[src/sv/ordered_array_list_engine_assert.svh]
// assertion macros for the ordered array list engine
`ifndef ORDERED_ARRAY_LIST_ENGINE_ASSERT_SVH
`define ORDERED_ARRAY_LIST_ENGINE_ASSERT_SVH

`ifndef SYNTHESIS

// same-cycle implication
`define OAL_ASSERT_IMPL(label, clk, rst, ante, cons) \
   label: assert property (@(posedge clk) disable iff (rst) (ante) |-> (cons)) \
      else $error("ordered array list engine: assertion failed");

// next-cycle implication
`define OAL_ASSERT_NEXT(label, clk, rst, ante, cons) \
   label: assert property (@(posedge clk) disable iff (rst) (ante) |=> (cons)) \
      else $error("ordered array list engine: assertion failed");

`else

`define OAL_ASSERT_IMPL(label, clk, rst, ante, cons)
`define OAL_ASSERT_NEXT(label, clk, rst, ante, cons)

`endif

`endif

[src/sv/oal_pkg.sv]
// shared types and constants of the ordered array list engine
`default_nettype none

package oal_pkg;

   localparam int OAL_CAPACITY = 64;
   localparam int KEY_W        = 32;
   localparam int PAYLOAD_W    = 32;
   localparam int POS_W        = 7;
   localparam int COUNT_W      = 7;

   typedef enum logic [2:0] {
      MODE_APPEND     = 3'd0,
      MODE_INSERT     = 3'd1,
      MODE_REMOVE_KEY = 3'd2,
      MODE_REMOVE_AT  = 3'd3,
      MODE_READ       = 3'd4
   } mode_type;

   typedef enum logic [1:0] {
      STATUS_OK      = 2'd0,
      STATUS_BAD_POS = 2'd1,
      STATUS_NO_KEY  = 2'd2,
      STATUS_FULL    = 2'd3
   } status_type;

   typedef enum logic [2:0] {
      ST_IDLE,
      ST_DECODE,
      ST_READ_WAIT,
      ST_SCAN,
      ST_MOVE,
      ST_RESP
   } state_type;

   typedef struct packed {
      logic [KEY_W-1:0]     key;
      logic [PAYLOAD_W-1:0] payload;
   } entry_type;

   typedef struct packed {
      mode_type             mode;
      logic [POS_W-1:0]     position;
      logic [KEY_W-1:0]     key;
      logic [PAYLOAD_W-1:0] payload;
   } cmd_type;

   typedef struct packed {
      logic [KEY_W-1:0]     read_key;
      logic [PAYLOAD_W-1:0] read_payload;
      logic [COUNT_W-1:0]   entry_count;
      status_type           status;
   } res_type;

endpackage

`default_nettype wire

[src/sv/oal_store.sv]
// entry memory: one write and one registered read port
`default_nettype none

module oal_store import oal_pkg::*; #(
   parameter int CAPACITY = OAL_CAPACITY,
   parameter int AW       = $clog2(CAPACITY)
) (
   input  wire logic          clock,
   input  wire logic          wr_en,
   input  wire logic [AW-1:0] wr_addr,
   input  wire entry_type     wr_data,
   input  wire logic          rd_en,
   input  wire logic [AW-1:0] rd_addr,
   output entry_type          rd_data
);

   entry_type store_ff [CAPACITY];
   entry_type rd_data_ff;

   always_ff @(posedge clock) begin
      if (wr_en) begin
         store_ff[wr_addr] <= wr_data;
      end
      if (rd_en) begin
         rd_data_ff <= store_ff[rd_addr];
      end
   end

   assign rd_data = rd_data_ff;

endmodule

`default_nettype wire

[config.mk]
export PLATFORM = sky130hd
export DESIGN_NAME = oal_store
export DESIGN_NICKNAME = d
export VERILOG_FILES = /design/src/sv/ordered_array_list_engine_assert.svh /design/src/sv/oal_pkg.sv /design/src/sv/oal_store.sv
export SDC_FILE = /design/constraint.sdc
export NUM_CORES = 2
export LEC_CHECK = 0
export BUFFER_PORTS_ARGS = -buffer_cell sky130_fd_sc_hd__buf_2
export CORE_MARGIN = 5
export CORE_UTILIZATION = 48
export CTS_CLUSTER_SIZE = 20
export DETAILED_ROUTE_END_ITERATION = 8
export HOLD_SLACK_MARGIN = 0.15
export PLACE_DENSITY_LB_ADDON = 0.3
export SLEW_MARGIN = 20
export SYNTH_ARGS = -nofsm -noshare
export SYNTH_HDL_FRONTEND = slang
export SYNTH_SLANG_ARGS = --single-unit
[constraint.sdc]
create_clock -name clock -period 9.6 [get_ports clock]
set_input_delay 1.92 -clock clock [delete_from_list [all_inputs] [get_ports clock]]
set_output_delay 1.92 -clock clock [all_outputs]
set_load 0.02 [all_outputs]
# --- Yosys cells after proc, flatten, opt, wreduce, memory -nomap -nowiden ---
# Memories as Yosys holds them, arrays and structs flattened. A register that Yosys moved wholly into a read port is not among the register bits.
# Index checks and enable logic that the tools add are counted.
totals:
  ff_bits: 0
  ram_bits: 4096
  output_inout_bits: 64
  inputBits: 79
  memories: 1
classes:
  muxes: 2
mem_list:
  columns: ["name", "depth", "word_bits", "read_ports", "rd_clocked_by_memory_dff", "wr", "line", "rtl"]
  rows:
  - ["store_ff", 64, 64, 1, 1, 1, "oal_store.sv:17", "entry_type store_ff [CAPACITY];"]
op_table:
  columns: ["cell", "n"]
  rows:
  - ["1-bit 2-to-1 mux", 2]

# --- Longest topological paths before layout ---
logic_depth:
  depth_word: 2
  mapped_depth: 9

# --- Least setup slack after synthesis ---
# Ideal clock, no wire load.
synth_path:
  path_kind: "input port to flip-flop"
  startpoint: "input wr_addr[3]"
  endpoint: "memory store_ff[48][0] (netlist name) (enable)"
  path_stages: 4
  arrival_ns: 6.792
  setup_time_ns: 0.564
  required_time_ns: 9.036
  n_path_buf: 1
  slack_ns: 2.244
  cell_sequence: "clkbuf_1 nor2b_1 nand4b_1 nor3_1"
synth_rtl:
  columns: ["element", "line", "rtl"]
  rows:
  - ["start: declaration", "oal_store.sv:10", "input wire logic [AW-1:0] wr_addr,"]
  - ["end: declaration", "oal_store.sv:17", null]
# Straight into the memory's write port.

==> metrics.md <==
| Metric | Value |
|---|---|
| Status | completed |
| Post-synthesis sequential area ratio | 79.6% |
| Yosys top cell area share | 79.6% |
| Clock sink count | 4160 |
| CTS tree | yes |
| Setup TNS | 0 ns |
| Share of cells above drive strength 1 | 27.8% |
| Sw Ratio | 21.0% |
| Die ar. | 339000 um2 |
| Normalized max-slew margin | 18.7% |
| HPWL Detailed | 226000 um |
| Post-Synthesis Cells | 6598 |
| Max Cap Viol | 0 |
| Critical Path Source Type | input port |
| Overall via count from detail_route | between 70000 and 80000 |
| Crit share post-route | between 50% and 60% |
| Gr usage total | 25.0% |
| Pwr Density | 211 nW/um2 |
| Worst hold path type | register to register |
| Worst vdd ir | 0.179 mV |
| Vias in the first global route | roughly 76000 |
| Cell taking the most area after synthesis | edfxtp_1 |
| Die H | 582 um |
| Worst-Skew Late Latency | between 0.9 and 1 ns |
| Initial Utilization | 48.1% |
| Internal power | approximately 29 mW |
| Critical Path End Type | register |
| Final core occ | 54.1% |
| Syn Nets | between 6000 and 7000 |
| Synth warn | 0 |
| Combinational share of power | under 10% |
| Min Tclk post-route | between 4 and 5 ns |
| Area contributors post-synth | edfxtp_1 80%, mux4_2 15%, mux2i_1 0.86% |
| Post-CTS Setup Inserts | 0 |
| Commonest non-fill, non-tap cell in the layout | edfxtp_1 |
| Vias per inst | 6.53 |
| Reg power frac | 54.3% |
| Worst-path clk slew | 0.06 ns |
| Row cnt | 210 |
| Drt first pass iters | 6 |
| Static leakage | 54.7 nW |
| Largest net degree at the start of global routing | 143 |
| Clock Tree Buf Depth | 4 |
| Buffers on Ports | 142 |
| Final hold vios | 0 |
| Avg Cell Area, Syn | 23.8 um2 |
| Drc violations | 0 |
| WL/cell | 36.7 um |
| Dpl ws | between 3 and 4 ns |
| CTS Buf Count | 404 |
| I/O Pins | about 140 |
| Pin slew with the least headroom to its limit | 1.22 ns |
| Cts repair resizes | 0 |
| Layout Nets | 7061 |
| Unrepaired setup endpoints after global routing | false |
| Post-cts hold buffer count | 0 |
| Final worst slack | 4.76 ns |
| Routed Antenna Nets | 0 |
| First-pass GRT wire length | 598000 um |
| Clock share of power | between 40% and 50% |
| Synth Register Bits | 4160 |
| Core ar. | between 300000 and 400000 um2 |
| Final Setup Violations | 0 |
| Total gr overflow | 0 |
| Final WL | 428000 um |
| Commonest non-fill, non-tap cells in the layout | 4160 x edfxtp_1, 1024 x mux4_2, 408 x clkbuf_16, 184 x buf_4, 168 x a22oi_1 |
| Final Max Slew Viols | 0 |
| Worst Skew | between 0.05 and 0.06 ns |
| CP required | 10.18 ns |
| H-Tree Depth | 5 |
| Initial drt markers | roughly 11000 |
| Sw power | 7.83 mW |
| Initial antenna violation count | 33 |
| Fmax | 206 MHz |
| Area grow syn2layout | 12.6% |
| Max FO, Critical Path | 85 |
| FILL cells | about 24000 |
| Worst path arrival time | ~5.4 ns |
| Crit Path Class | input port to register |
| Syn Std Cell Area | 157000 um2 |
| Netlist cell types | 32 |
| Die Wd | approximately 580 um |
| Placer congestion estimate | 0.782 |
| Root Driver | clkbuf_16 |
[through the flow]
| stage | cell area (um2) | instances | total power, mW | hold WS, ns |
|---|---|---|---|---|
| 6_report | 177000 | 11675 | 37.2 | 0.936 |
| 5_1_grt | 177000 | 11658 | 38.3 | 0.976 |
| 4_1_cts | 177000 | 11645 | 37.4 | 0.936 |
| 3_5_place_dp | 164000 | 10917 | 22.3 | 0.921 |
| 3_3_place_gp | 164000 | 10904 | 22.3 | 0.905 |
| 2_1_floorplan | 157000 | 6598 | 21.5 | 0.865 |
[synth_stat cells]
cell type  count
buf_6          6
and3_1        64
a31o_1         1
and2_1         3
a22o_1        88
a31oi_1       18
nor3_1         2
nor2b_1       28
a22oi_1      168
edfxtp_1    4160
a2bb2oi_1     19
a211oi_1      63
a41oi_1       26
buf_2        170
or2_2         28
buf_1         20
clkbuf_1     140
o22ai_1       83
nand2b_1      11
mux4_2      1024
nand4_1        2
nand3b_1       2
or3b_2         1
mux2i_1      135
inv_1         19
nand4b_1       1
nand2_1       58
nand3_1       45
or3_1         29
buf_4         34
o221ai_1      38
nor2_1       112
[path summary, 6_finish.rpt]
path                                    from                    end  slack, ns  cells past startpoint
hold reg to reg   store_ff[54][26]$_DFFE_PP_  rd_data[26]$_DFFE_PP_       0.94                      4
setup / recovery                  rd_addr[0]  rd_data[33]$_DFFE_PP_       4.76                      8
setup reg to reg   store_ff[8][30]$_DFFE_PP_  rd_data[30]$_DFFE_PP_       7.30                      5
hold / removal    store_ff[54][26]$_DFFE_PP_  rd_data[26]$_DFFE_PP_       0.94                      4
[registers in the layout (all words and copies together), names as in the netlist]
signal	cells
rd_data	64
store_ff	4096
[logic make-up after synthesis]
| kind of cell | after synthesis | share of synthesized area (%) |
|---|---|---|
| simple gates | 386 | 1.23 |
| mux | 1159 | 15.6 |
| buf+inv | 389 | 1.18 |
| compound gates | 504 | 2.47 |
| flops | 4160 | 79.6 |
[final cells by class]
cell class	count	area, um2	share of cell area, %
Antenna cell	25	62.6	0.0354
Clock buffer	487	10500	5.94
Clock inverter	241	2110	1.20
Inverter	19	71.3	0.0403
Multi-Input combinational cell	2049	30800	17.4
Sequential cell	4160	125000	70.7
Tap cell	4346	5440	3.08
Timing Repair Buffer	348	2910	1.65
[critical path, cell delays in order]
cell	delay [ns]
buf_12	0.43
buf_4	0.60
buf_4	0.69
mux4_2	0.59
mux2i_1	0.19
nand2_1	0.10
a31oi_1	0.55
a211oi_1	0.11
[power by group through the flow]
| stage | sequential (mW) | combinational [mW] | clock [mW] |
|---|---|---|---|
| after floorplan | 20.6 | 0.937 | 0 |
| after global placement | 20.6 | 1.68 | 0 |
| after detailed placement | 20.6 | 1.71 | 0 |
| after CTS | 20.2 | 1.71 | 15.5 |
| after global routing | 20.2 | 1.80 | 16.3 |
| final | 20.2 | 1.71 | 15.3 |
[per-layer routing]
metal  GRT usage [%]  vias to the layer above  routed length [um]
met2            40.1                     4581              208000
met1            35.8                    41629              166000
met4            7.15                        6               13000
li1                -                    29342                   -
met3            4.53                      708               41800
met5               0                        -                  41
Note: power is estimated with default switching activity, not from simulation.
