**config.mk**
```make
export PLATFORM = sky130hd
export DESIGN_NAME = oal_ctrl
export DESIGN_NICKNAME = d
export VERILOG_FILES = /design/src/sv/oal_pkg.sv /design/src/sv/oal_ctrl.sv
export VERILOG_INCLUDE_DIRS = /design/src /design/src/sv
export SDC_FILE = /design/constraint.sdc
export NUM_CORES = 1
export LEC_CHECK = 0
export BUFFER_PORTS_ARGS = -buffer_cell sky130_fd_sc_hd__clkbuf_2
export CORE_ASPECT_RATIO = 0.6
export CORE_MARGIN = 4
export CORE_UTILIZATION = 52
export DETAILED_ROUTE_END_ITERATION = 6
export GPL_TIMING_DRIVEN = 0
export MAX_ROUTING_LAYER = met4
export PLACE_DENSITY = 0.78
export SYNTH_ARGS = -nofsm -noshare
export SYNTH_HDL_FRONTEND = slang
export SYNTH_SLANG_ARGS = --single-unit
```
**constraint.sdc**
```tcl
create_clock -name clock -period 6.8 [get_ports clock]
set_clock_uncertainty 0.05 [all_clocks]
set_input_delay 0.34 -clock clock [delete_from_list [all_inputs] [get_ports clock]]
set_output_delay 0.34 -clock clock [all_outputs]
set_load 0.01 [all_outputs]
```
**src/sv/ordered_array_list_engine_assert.svh**
```systemverilog
// assertion macros for the ordered array list engine
`ifndef ORDERED_ARRAY_LIST_ENGINE_ASSERT_SVH
`define ORDERED_ARRAY_LIST_ENGINE_ASSERT_SVH

`ifndef SYNTHESIS

// same-cycle implication
`define OAL_ASSERT_IMPL(label, clk, rst, ante, cons) \
   label: assert property (@(posedge clk) disable iff (rst) (ante) |-> (cons)) \
      else $error("ordered array list engine: assertion failed");

// next-cycle implication
`define OAL_ASSERT_NEXT(label, clk, rst, ante, cons) \
   label: assert property (@(posedge clk) disable iff (rst) (ante) |=> (cons)) \
      else $error("ordered array list engine: assertion failed");

`else

`define OAL_ASSERT_IMPL(label, clk, rst, ante, cons)
`define OAL_ASSERT_NEXT(label, clk, rst, ante, cons)

`endif

`endif

```
**src/sv/oal_pkg.sv**
```systemverilog
// shared types and constants of the ordered array list engine
`default_nettype none

package oal_pkg;

   localparam int OAL_CAPACITY = 64;
   localparam int KEY_W        = 32;
   localparam int PAYLOAD_W    = 32;
   localparam int POS_W        = 7;
   localparam int COUNT_W      = 7;

   typedef enum logic [2:0] {
      MODE_APPEND     = 3'd0,
      MODE_INSERT     = 3'd1,
      MODE_REMOVE_KEY = 3'd2,
      MODE_REMOVE_AT  = 3'd3,
      MODE_READ       = 3'd4
   } mode_type;

   typedef enum logic [1:0] {
      STATUS_OK      = 2'd0,
      STATUS_BAD_POS = 2'd1,
      STATUS_NO_KEY  = 2'd2,
      STATUS_FULL    = 2'd3
   } status_type;

   typedef enum logic [2:0] {
      ST_IDLE,
      ST_DECODE,
      ST_READ_WAIT,
      ST_SCAN,
      ST_MOVE,
      ST_RESP
   } state_type;

   typedef struct packed {
      logic [KEY_W-1:0]     key;
      logic [PAYLOAD_W-1:0] payload;
   } entry_type;

   typedef struct packed {
      mode_type             mode;
      logic [POS_W-1:0]     position;
      logic [KEY_W-1:0]     key;
      logic [PAYLOAD_W-1:0] payload;
   } cmd_type;

   typedef struct packed {
      logic [KEY_W-1:0]     read_key;
      logic [PAYLOAD_W-1:0] read_payload;
      logic [COUNT_W-1:0]   entry_count;
      status_type           status;
   } res_type;

endpackage

`default_nettype wire

```
**src/sv/oal_ctrl.sv**
```systemverilog
// sequencer with shared address stepper and key compare
`default_nettype none
`include "ordered_array_list_engine_assert.svh"

module oal_ctrl import oal_pkg::*; #(
   parameter int CAPACITY = OAL_CAPACITY,
   parameter int AW       = $clog2(CAPACITY),
   parameter int CNT_W    = $clog2(CAPACITY + 1)
) (
   input  wire logic          clock,
   input  wire logic          reset,
   input  wire logic          cmd_valid,
   output logic               cmd_ready,
   input  wire cmd_type       cmd,
   output logic               res_valid,
   input  wire logic          res_ready,
   output res_type            res,
   output logic               mem_wr_en,
   output logic [AW-1:0]      mem_wr_addr,
   output entry_type          mem_wr_data,
   output logic               mem_rd_en,
   output logic [AW-1:0]      mem_rd_addr,
   input  wire entry_type     mem_rd_data
);

   localparam int CW = (CNT_W > POS_W) ? CNT_W : POS_W;

   state_type          state_ff, state_in;
   cmd_type            cmd_ff, cmd_in;
   logic [CNT_W-1:0]   count_ff, count_in;
   logic [CNT_W-1:0]   left_ff, left_in;
   logic [AW-1:0]      src_ff, src_in;
   logic [AW-1:0]      last_ff, last_in;
   logic               pend_ff, pend_in;
   status_type         status_ff, status_in;
   entry_type          read_ff, read_in;

   logic [CW-1:0]      pos_cw;
   logic [CW-1:0]      cnt_cw;
   logic               is_full;
   logic               ins_bad;
   logic               idx_bad;
   logic               key_hit;
   logic               move_up;
   logic               walk_done;
   logic [AW-1:0]      src_step;
   logic [AW-1:0]      dst_step;

   assign pos_cw    = CW'(cmd_ff.position);
   assign cnt_cw    = CW'(count_ff);
   assign is_full   = (count_ff >= CNT_W'(CAPACITY));
   assign ins_bad   = (pos_cw > cnt_cw);
   assign idx_bad   = (pos_cw >= cnt_cw);
   // shared compare against the word coming back from the store
   assign key_hit   = pend_ff && (mem_rd_data.key == cmd_ff.key);
   assign move_up   = (cmd_ff.mode == MODE_INSERT);
   assign walk_done = (left_ff == '0) && !pend_ff;
   // shared address stepper
   assign src_step  = move_up ? (src_ff - AW'(1)) : (src_ff + AW'(1));
   assign dst_step  = move_up ? (last_ff + AW'(1)) : (last_ff - AW'(1));

   // next state
   always_comb begin
      state_in = state_ff;
      case (state_ff)
         ST_IDLE: begin
            if (cmd_valid) begin
               state_in = ST_DECODE;
            end
         end
         ST_DECODE: begin
            case (cmd_ff.mode)
               MODE_INSERT:     state_in = (ins_bad || is_full) ? ST_RESP : ST_MOVE;
               MODE_REMOVE_KEY: state_in = (count_ff == '0) ? ST_RESP : ST_SCAN;
               MODE_REMOVE_AT:  state_in = idx_bad ? ST_RESP : ST_MOVE;
               MODE_READ:       state_in = idx_bad ? ST_RESP : ST_READ_WAIT;
               default:         state_in = ST_RESP;
            endcase
         end
         ST_READ_WAIT: state_in = ST_RESP;
         ST_SCAN: begin
            if (key_hit) begin
               state_in = ST_MOVE;
            end else if (walk_done) begin
               state_in = ST_RESP;
            end
         end
         ST_MOVE: begin
            if (walk_done) begin
               state_in = ST_RESP;
            end
         end
         ST_RESP: begin
            if (res_ready) begin
               state_in = ST_IDLE;
            end
         end
         default: state_in = ST_IDLE;
      endcase
   end

   // datapath and store control
   always_comb begin
      cmd_in      = cmd_ff;
      count_in    = count_ff;
      left_in     = left_ff;
      src_in      = src_ff;
      last_in     = last_ff;
      pend_in     = pend_ff;
      status_in   = status_ff;
      read_in     = read_ff;
      mem_wr_en   = 1'b0;
      mem_wr_addr = dst_step;
      mem_wr_data = mem_rd_data;
      mem_rd_en   = 1'b0;
      mem_rd_addr = src_ff;
      case (state_ff)
         ST_IDLE: begin
            if (cmd_valid) begin
               cmd_in = cmd;
            end
         end
         ST_DECODE: begin
            status_in = STATUS_OK;
            read_in   = '0;
            pend_in   = 1'b0;
            case (cmd_ff.mode)
               MODE_APPEND: begin
                  if (is_full) begin
                     status_in = STATUS_FULL;
                  end else begin
                     mem_wr_en   = 1'b1;
                     mem_wr_addr = AW'(count_ff);
                     mem_wr_data = '{key: cmd_ff.key, payload: cmd_ff.payload};
                     count_in    = count_ff + CNT_W'(1);
                  end
               end
               MODE_INSERT: begin
                  if (ins_bad) begin
                     status_in = STATUS_BAD_POS;
                  end else if (is_full) begin
                     status_in = STATUS_FULL;
                  end else begin
                     src_in  = AW'(count_ff - CNT_W'(1));
                     left_in = CNT_W'(cnt_cw - pos_cw);
                  end
               end
               MODE_REMOVE_KEY: begin
                  if (count_ff == '0) begin
                     status_in = STATUS_NO_KEY;
                  end else begin
                     src_in  = '0;
                     left_in = count_ff;
                  end
               end
               MODE_REMOVE_AT: begin
                  if (idx_bad) begin
                     status_in = STATUS_BAD_POS;
                  end else begin
                     src_in  = AW'(cmd_ff.position) + AW'(1);
                     left_in = CNT_W'(cnt_cw - pos_cw - CW'(1));
                  end
               end
               MODE_READ: begin
                  if (idx_bad) begin
                     status_in = STATUS_BAD_POS;
                  end else begin
                     mem_rd_en   = 1'b1;
                     mem_rd_addr = AW'(cmd_ff.position);
                  end
               end
               default: status_in = STATUS_BAD_POS;
            endcase
         end
         ST_READ_WAIT: read_in = mem_rd_data;
         ST_SCAN: begin
            if (key_hit) begin
               // close the gap from the matching entry upwards
               src_in  = last_ff + AW'(1);
               left_in = count_ff - CNT_W'(last_ff) - CNT_W'(1);
               pend_in = 1'b0;
            end else if (left_ff != '0) begin
               mem_rd_en = 1'b1;
               last_in   = src_ff;
               src_in    = src_ff + AW'(1);
               left_in   = left_ff - CNT_W'(1);
               pend_in   = 1'b1;
            end else begin
               pend_in = 1'b0;
               if (!pend_ff) begin
                  status_in = STATUS_NO_KEY;
               end
            end
         end
         ST_MOVE: begin
            if (pend_ff) begin
               mem_wr_en = 1'b1;
            end
            if (left_ff != '0) begin
               mem_rd_en = 1'b1;
               last_in   = src_ff;
               src_in    = src_step;
               left_in   = left_ff - CNT_W'(1);
               pend_in   = 1'b1;
            end else begin
               pend_in = 1'b0;
            end
            if (walk_done) begin
               if (move_up) begin
                  mem_wr_en   = 1'b1;
                  mem_wr_addr = AW'(cmd_ff.position);
                  mem_wr_data = '{key: cmd_ff.key, payload: cmd_ff.payload};
                  count_in    = count_ff + CNT_W'(1);
               end else begin
                  count_in = count_ff - CNT_W'(1);
               end
            end
         end
         default: begin
         end
      endcase
   end

   always_ff @(posedge clock) begin
      if (reset) begin
         state_ff <= ST_IDLE;
         count_ff <= '0;
         pend_ff  <= 1'b0;
      end else begin
         state_ff <= state_in;
         count_ff <= count_in;
         pend_ff  <= pend_in;
      end
   end

   always_ff @(posedge clock) begin
      cmd_ff    <= cmd_in;
      left_ff   <= left_in;
      src_ff    <= src_in;
      last_ff   <= last_in;
      status_ff <= status_in;
      read_ff   <= read_in;
   end

   assign cmd_ready       = (state_ff == ST_IDLE);
   assign res_valid       = (state_ff == ST_RESP);
   assign res.read_key    = read_ff.key;
   assign res.read_payload = read_ff.payload;
   assign res.entry_count = COUNT_W'(count_ff);
   assign res.status      = status_ff;

   `OAL_ASSERT_NEXT(a_accept_decodes, clock, reset, cmd_valid && cmd_ready, state_ff == ST_DECODE)
   `OAL_ASSERT_IMPL(a_write_when_busy, clock, reset, mem_wr_en, (state_ff == ST_DECODE) || (state_ff == ST_MOVE))
   `OAL_ASSERT_NEXT(a_count_held, clock, reset, (state_ff == ST_IDLE) || (state_ff == ST_RESP) || (state_ff == ST_READ_WAIT), $stable(count_ff))
   `OAL_ASSERT_IMPL(a_count_bound, clock, reset, res_valid, count_ff <= CNT_W'(CAPACITY))

endmodule

`default_nettype wire

```
# After elaboration in Yosys (flattened, before gate mapping)
# Index checks and enable logic that the tools add are counted.
dict set report op_classes {
  addsub 12
  magnitude_cmp 3
  eq_ne 25
  muxes 72
  n_reduce_logical 22
}
# operator n
set ops {}
lappend ops {{$mux 64} 4}
lappend ops {{$pmux 64 s2} 2}
lappend ops {{$mux 6} 18}
lappend ops {{$mux 7} 10}
lappend ops {{$pmux 7 s3} 2}
lappend ops {{$pmux 6 s3} 2}
lappend ops {{$eq 32x32->1} 1}
lappend ops {{$sub 7x1->7 const B} 4}
lappend ops {{$pmux 6 s2} 2}
lappend ops {{$add 6x1->6 const B} 3}
lappend ops {{$mux 3} 6}
lappend ops {{$pmux 3 s6} 1}
lappend ops {{$ne 3x3->1 const B} 5}
lappend ops {{$logic_not 7->1} 2}
lappend ops {{$ne 2x2->1 const B} 7}
lappend ops {{$pmux 7 s2} 1}
lappend ops {{$eq 3x2->1 const B} 4}
lappend ops {{$mux 1} 12}
lappend ops {{$mux 2} 6}
lappend ops {{$pmux 3 s4} 1}
lappend ops {{$sub 6x1->6 const B} 2}
lappend ops {{$eq 3x3->1 const B} 3}
lappend ops {{$pmux 2 s4} 1}
lappend ops {{$reduce_and 4->1} 2}
lappend ops {{other kinds (23)} 33}
dict set report word_totals {
  regBits 170
  in_bits 142
}

# Logic depth before layout (Yosys ltp)
dict set report depth {
  ltp_word 5
  mapped_depth 12
  ltp_nobuf 12
}

# Worst setup path after synthesis
# OpenSTA, ideal clock, no wires.
dict set report synth_path {
  path_kind {reg2reg}
  startpoint {register state_ff[2]}
  endpoint {register read_ff (netlist bit res[10]) (enable)}
  setup_time_ns 0.574
  arrival_time_ns 5.160
  required_ns 6.176
  setup_slack_ns 1.015
  path_stages_with_launch 5
  synth_period_minus_slack_ns 5.785
  path_cell_list {dfxtp_1 -> buf_2 -> inv_1 -> nand2_1 -> o21ai_0}
}
dict set report synth_via {
  elab_chain_cells 2
  word_cells_on_any_way 3
  classes_between {eq/ne (2); reduce/logical (1)}
}
# item line
set synth_lines {}
lappend synth_lines {{start: declaration} oal_ctrl.sv:28} ;# state_type state_ff, state_in;
lappend synth_lines {{start signal: assignment} oal_ctrl.sv:230} ;# state_ff <= state_in;
lappend synth_lines {{$eq 3x1->1 / $eq 3x2->1 (equally long branches)} oal_ctrl.sv:117} ;# case (state_ff)
lappend synth_lines {{$reduce_bool 2->1 (no line) (*)} -}
lappend synth_lines {{end signal: assignment} oal_ctrl.sv:242} ;# read_ff <= read_in;
lappend synth_lines {{end: declaration} oal_ctrl.sv:36} ;# entry_type read_ff, read_in;
# Every way passes the cells marked *; elsewhere a longest branch is shown, timed or not.
# A chain may end at the register's enable or synchronous reset.

# Worst setup path after layout
dict set report layout_path {
  startpoint {register cmd_ff[71] in the netlist's numbering}
  endpoint {output port mem_wr_addr[0]}
}
dict set report layout_via {
  elab_chain_cells 5
  word_cells_on_any_way 8
  classes_between {eq/ne (1); mux (6); reduce/logical (1)}
}
# item line
set layout_lines {}
lappend layout_lines {{start: declaration} oal_ctrl.sv:29} ;# cmd_type cmd_ff, cmd_in;
lappend layout_lines {{start signal: assignment} oal_ctrl.sv:237} ;# cmd_ff <= cmd_in;
lappend layout_lines {{$eq 3x1->1} oal_ctrl.sv:56} ;# assign move_up = (cmd_ff.mode == MODE_INSERT);
lappend layout_lines {{$mux 6} oal_ctrl.sv:60} ;# assign dst_step = move_up ? (last_ff + AW'(1)) : (last_ff - AW'(1));
lappend layout_lines {{$mux 6 (on tied branches)} {oal_ctrl.sv:209, oal_ctrl.sv:129}}
lappend layout_lines {{$mux 6 (on tied branches)} {oal_ctrl.sv:208, oal_ctrl.sv:127}}
lappend layout_lines {{$pmux 6 s2 (*)} oal_ctrl.sv:117}
lappend layout_lines {{end: declaration} oal_ctrl.sv:19} ;# output logic [AW-1:0] mem_wr_addr,
# Marked as above.

==> impl_metrics.csv <==
group,metric,value,unit
final_layout,layout-drive-gt1-share,35.93,%
sta,clock.fmax,232.4,MHz
clock_tree,h-tree-depth,4,
clock_tree,cts_tree,"built",
placed_design,post_dp_cell_area,11310,sq um
outcome,outcome,"complete, no violations",
detailed_routing,maxUsedRoutingLayer,"met4",
setup_path,cp.required,6410,ps
synthesis,yosysWarnings,0,
final_layout,area_growth_syn_to_layout,26.18,%
sta,slew_headroom,11.09,%
synthesis,synth_edf_count,159,
global_routing,grt_pass1_vias,7582,
detailed_routing,post-route-drc-count,0,
clock_tree,cts_buffers,17,
detailed_routing,route.met2.wl,12.79,mm
detailed_routing,vias,7948,
min_path,min_path_type,"in2reg",
clock_tree,clock-sinks,170,
setup_path,worstSetupPathType,"reg2out",
synthesis,synth_area_leaders,"edfxtp_1, mux2_2, and2_1",
synthesis,netlist_area,9457,sq um
power_and_ir_drop,switching_power,1.701,mW
floorplanning,num_io_pins,295,
final_layout,fin_nets,1297,
clock_tree,root_buffer,"clkbuf_16",
clock_tree,cts_resized,0,
power_and_ir_drop,pwr-share-clk,22.8,%
sta,maxSlewViolCount,0,
clock_tree,clkLatencyLatePin,440,ps
power_and_ir_drop,power_frac_comb,39.7,%
sta,fin_crit_sh,63.27,%
sta,hold_viol,0,
global_routing,overflow,0,
floorplanning,die_w,182.1,um
global_routing,track_usage,29.16,%
power_and_ir_drop,p_seq_share,37.5,%
floorplanning,dieArea,20480,sq um
synthesis,synth-async-reset-ratio,0,%
clock_tree,holdBufCountCts,0,
final_layout,antennaDiodeCount,0,
power_and_ir_drop,p_sw_share,37.09,%
synthesis,synth_cell_types,63,
global_routing,antenna_found_initial,0,
run,cap_violations,0,
synthesis,synth.most_common_cell,"edfxtp_1",
sta,fin_setup_tns,0,ps
synthesis,postSynthAreaPerCell,11.60,sq um
synthesis,ys_ff_latch,170,
floorplanning,rows,37,
floorplanning,initial_core_util,54.04,%
power_and_ir_drop,powerDensity,384.4,nW/um^2
min_path,hold_start,"cmd[70]",
setup_path,worstPathArrival,3910,ps
power_and_ir_drop,leakage,4.992,nW
setup_path,reg2reg_setup_slack,3520,ps
floorplanning,coreArea,17500,sq um
floorplanning,die_y,112.5,um
detailed_routing,m1WireLength,13.26,mm
global_routing,grt_max_degree,55,
placed_design,io_buffers,294,
placed_design,gp_congestion,0.9457,
final_layout,fin_area,11930,sq um
detailed_routing,routed_wl,29.62,mm
synthesis,ys.flop_type,"edfxtp_1",
placed_design,post-place-ws,3089,ps
placed_design,placed_cells,1346,
sta,worstMarginPinSlew,1331,ps
detailed_routing,drt-initial-drc-count,840,
final_layout,final_core_util,68.19,%
detailed_routing,viasPerCell,5.768,
min_path,hold_path_depth,1,
sta,setup_violations,0,
synthesis,synthTopCellsByCount,"edfxtp_1, and2_1, mux2_2",
setup_path,cp_max_fo,10,
synthesis,yosys.area.top_type,"edfxtp_1",
synthesis,synth_top_area_share,50.49,%
sta,layout_setup_ws,2497,ps
setup_path,worst-r2r-cell-count,7,
power_and_ir_drop,fin_total_pwr,4.586,mW
sta,fin_crit,4303,ps
setup_path,r2r_start,"cmd_ff[32]$_DFFE_PP_",
detailed_routing,antenna_left,0,
synthesis,netlist_instances,815,
setup_path,cp-end-kind,"output port",
power_and_ir_drop,max-vdd-ir-drop,270.1,uV
final_layout,fin_cells,1378,
synthesis,synth_fp_nets,981,
clock_tree,clk_pin_slew,70,ps
clock_tree,clockBufferDepth,2,
setup_path,r2r-end,"src_ff[3]$_DFFE_PP_",
synthesis,seq_area_frac_synth,52.82,%
global_routing,grt_pass1_wl,44.24,mm
min_path,hold_end,"pos_cw[6]$_DFFE_PP_",
sta,whs,23.47,ps
setup_path,start_kind,"flip-flop",
clock_tree,post_cts_buffers,0,
detailed_routing,route.met3.wl,3.144,mm
sta,rsz0062_at_grt,"no",
power_and_ir_drop,p_int,2.885,mW
detailed_routing,avgRoutedWirePerCell,21.50,um
placed_design,post-dp-hpwl,23.29,mm
detailed_routing,first_pass_iters,7,
worst max-delay path, stage by stage (launching register included):
cell      delay, ps
edfxtp_1        380
clkbuf_1        340
nor3b_1        1100
a21oi_1         540
clkbuf_1        500
a221o_1         460
clkbuf_2        150
placed cells by master (no fill, tap or decap), drive strengths merged, types with 6 or more instances in the layout:
cell	n
nand2b	7
o211ai	7
a22oi	15
nor3b	6
buf	12
nor4	8
clkbuf	351
a21oi	24
nand2	47
mux2i	13
dfxtp	11
and3	7
o22ai	11
ha	22
nor2	31
nor3	14
and2	66
or3	7
xnor2	43
inv	33
nand3	24
o21ai	39
xor2	28
mux2	64
nand3b	6
edfxtp	159
cell families (layout without fill, tap and decap cells):
| kind of cell | count (synthesis) | in the layout | synth area share (%) |
|---|---|---|---|
| buffers and inverters | 75 | 404 | 3.162 |
| xor gates and xnor gates | 71 | 71 | 6.576 |
| and+or+nand+nor | 251 | 251 | 14.58 |
| DFF | 170 | 170 | 52.82 |
| adders and majority gates | 24 | 24 | 3.334 |
| AOI/OAI and AO/OA | 147 | 147 | 10.49 |
| muxes | 77 | 77 | 9.037 |
per-layer routing:
metal | vias to the layer above | track usage, %
li1 | 3655 | -
met1 | 3823 | 41.97
met2 | 433 | 41.27
met3 | 37 | 7.999
met4 | 0 | 6.797
met5 | - | -
power by group through the flow:
stage,combinational [mW],clock (mW),sequential (mW)
after floorplan,1.08,0,1.78
after global placement,1.71,0,1.78
after detailed placement,1.78,0,1.74
after CTS,1.80,1.05,1.72
after global routing,1.97,1.11,1.75
final,1.82,1.04,1.72
worst max-delay path by stage:
stage / from / to / depth (start not counted)
after global placement: state_ff[2]$_SDFFE_PP0P_ / res[43]$_SDFFCE_PN0P_ / 4
final: cmd_ff[71]$_DFFE_PP_ / mem_wr_addr[0] / 6
after floorplan: state_ff[2]$_SDFFE_PP0P_ / res[10]$_SDFFCE_PN0P_ / 4
after global routing: cmd_ff[71]$_DFFE_PP_ / mem_wr_addr[0] / 6
after detailed placement: left_ff[0]$_DFFE_PP_ / mem_wr_data[59] / 9
after CTS: left_ff[0]$_DFFE_PP_ / mem_wr_data[3] / 9
registers in the layout, indices dropped and copies added, names as in the netlist:
signal	cells
pos_cw	7
left_ff	7
cmd_ff	67
src_ff	6
state_ff	3
last_ff	6
res	64
cnt_cw	7
status_ff	2
pend_ff	1
area by class of cell:
cell class	count	area [sq um]
Clock buffer	22	454.2
Tap cell	234	292.8
Timing Repair Buffer	297	1546
Inverter	31	116.4
Sequential cell	170	4995
Multi-Input combinational cell	570	4177
Clock inverter	10	168.9
Fill cell	1372	5567
Buffer	44	182.7
Power figures use the tool's default switching activity.
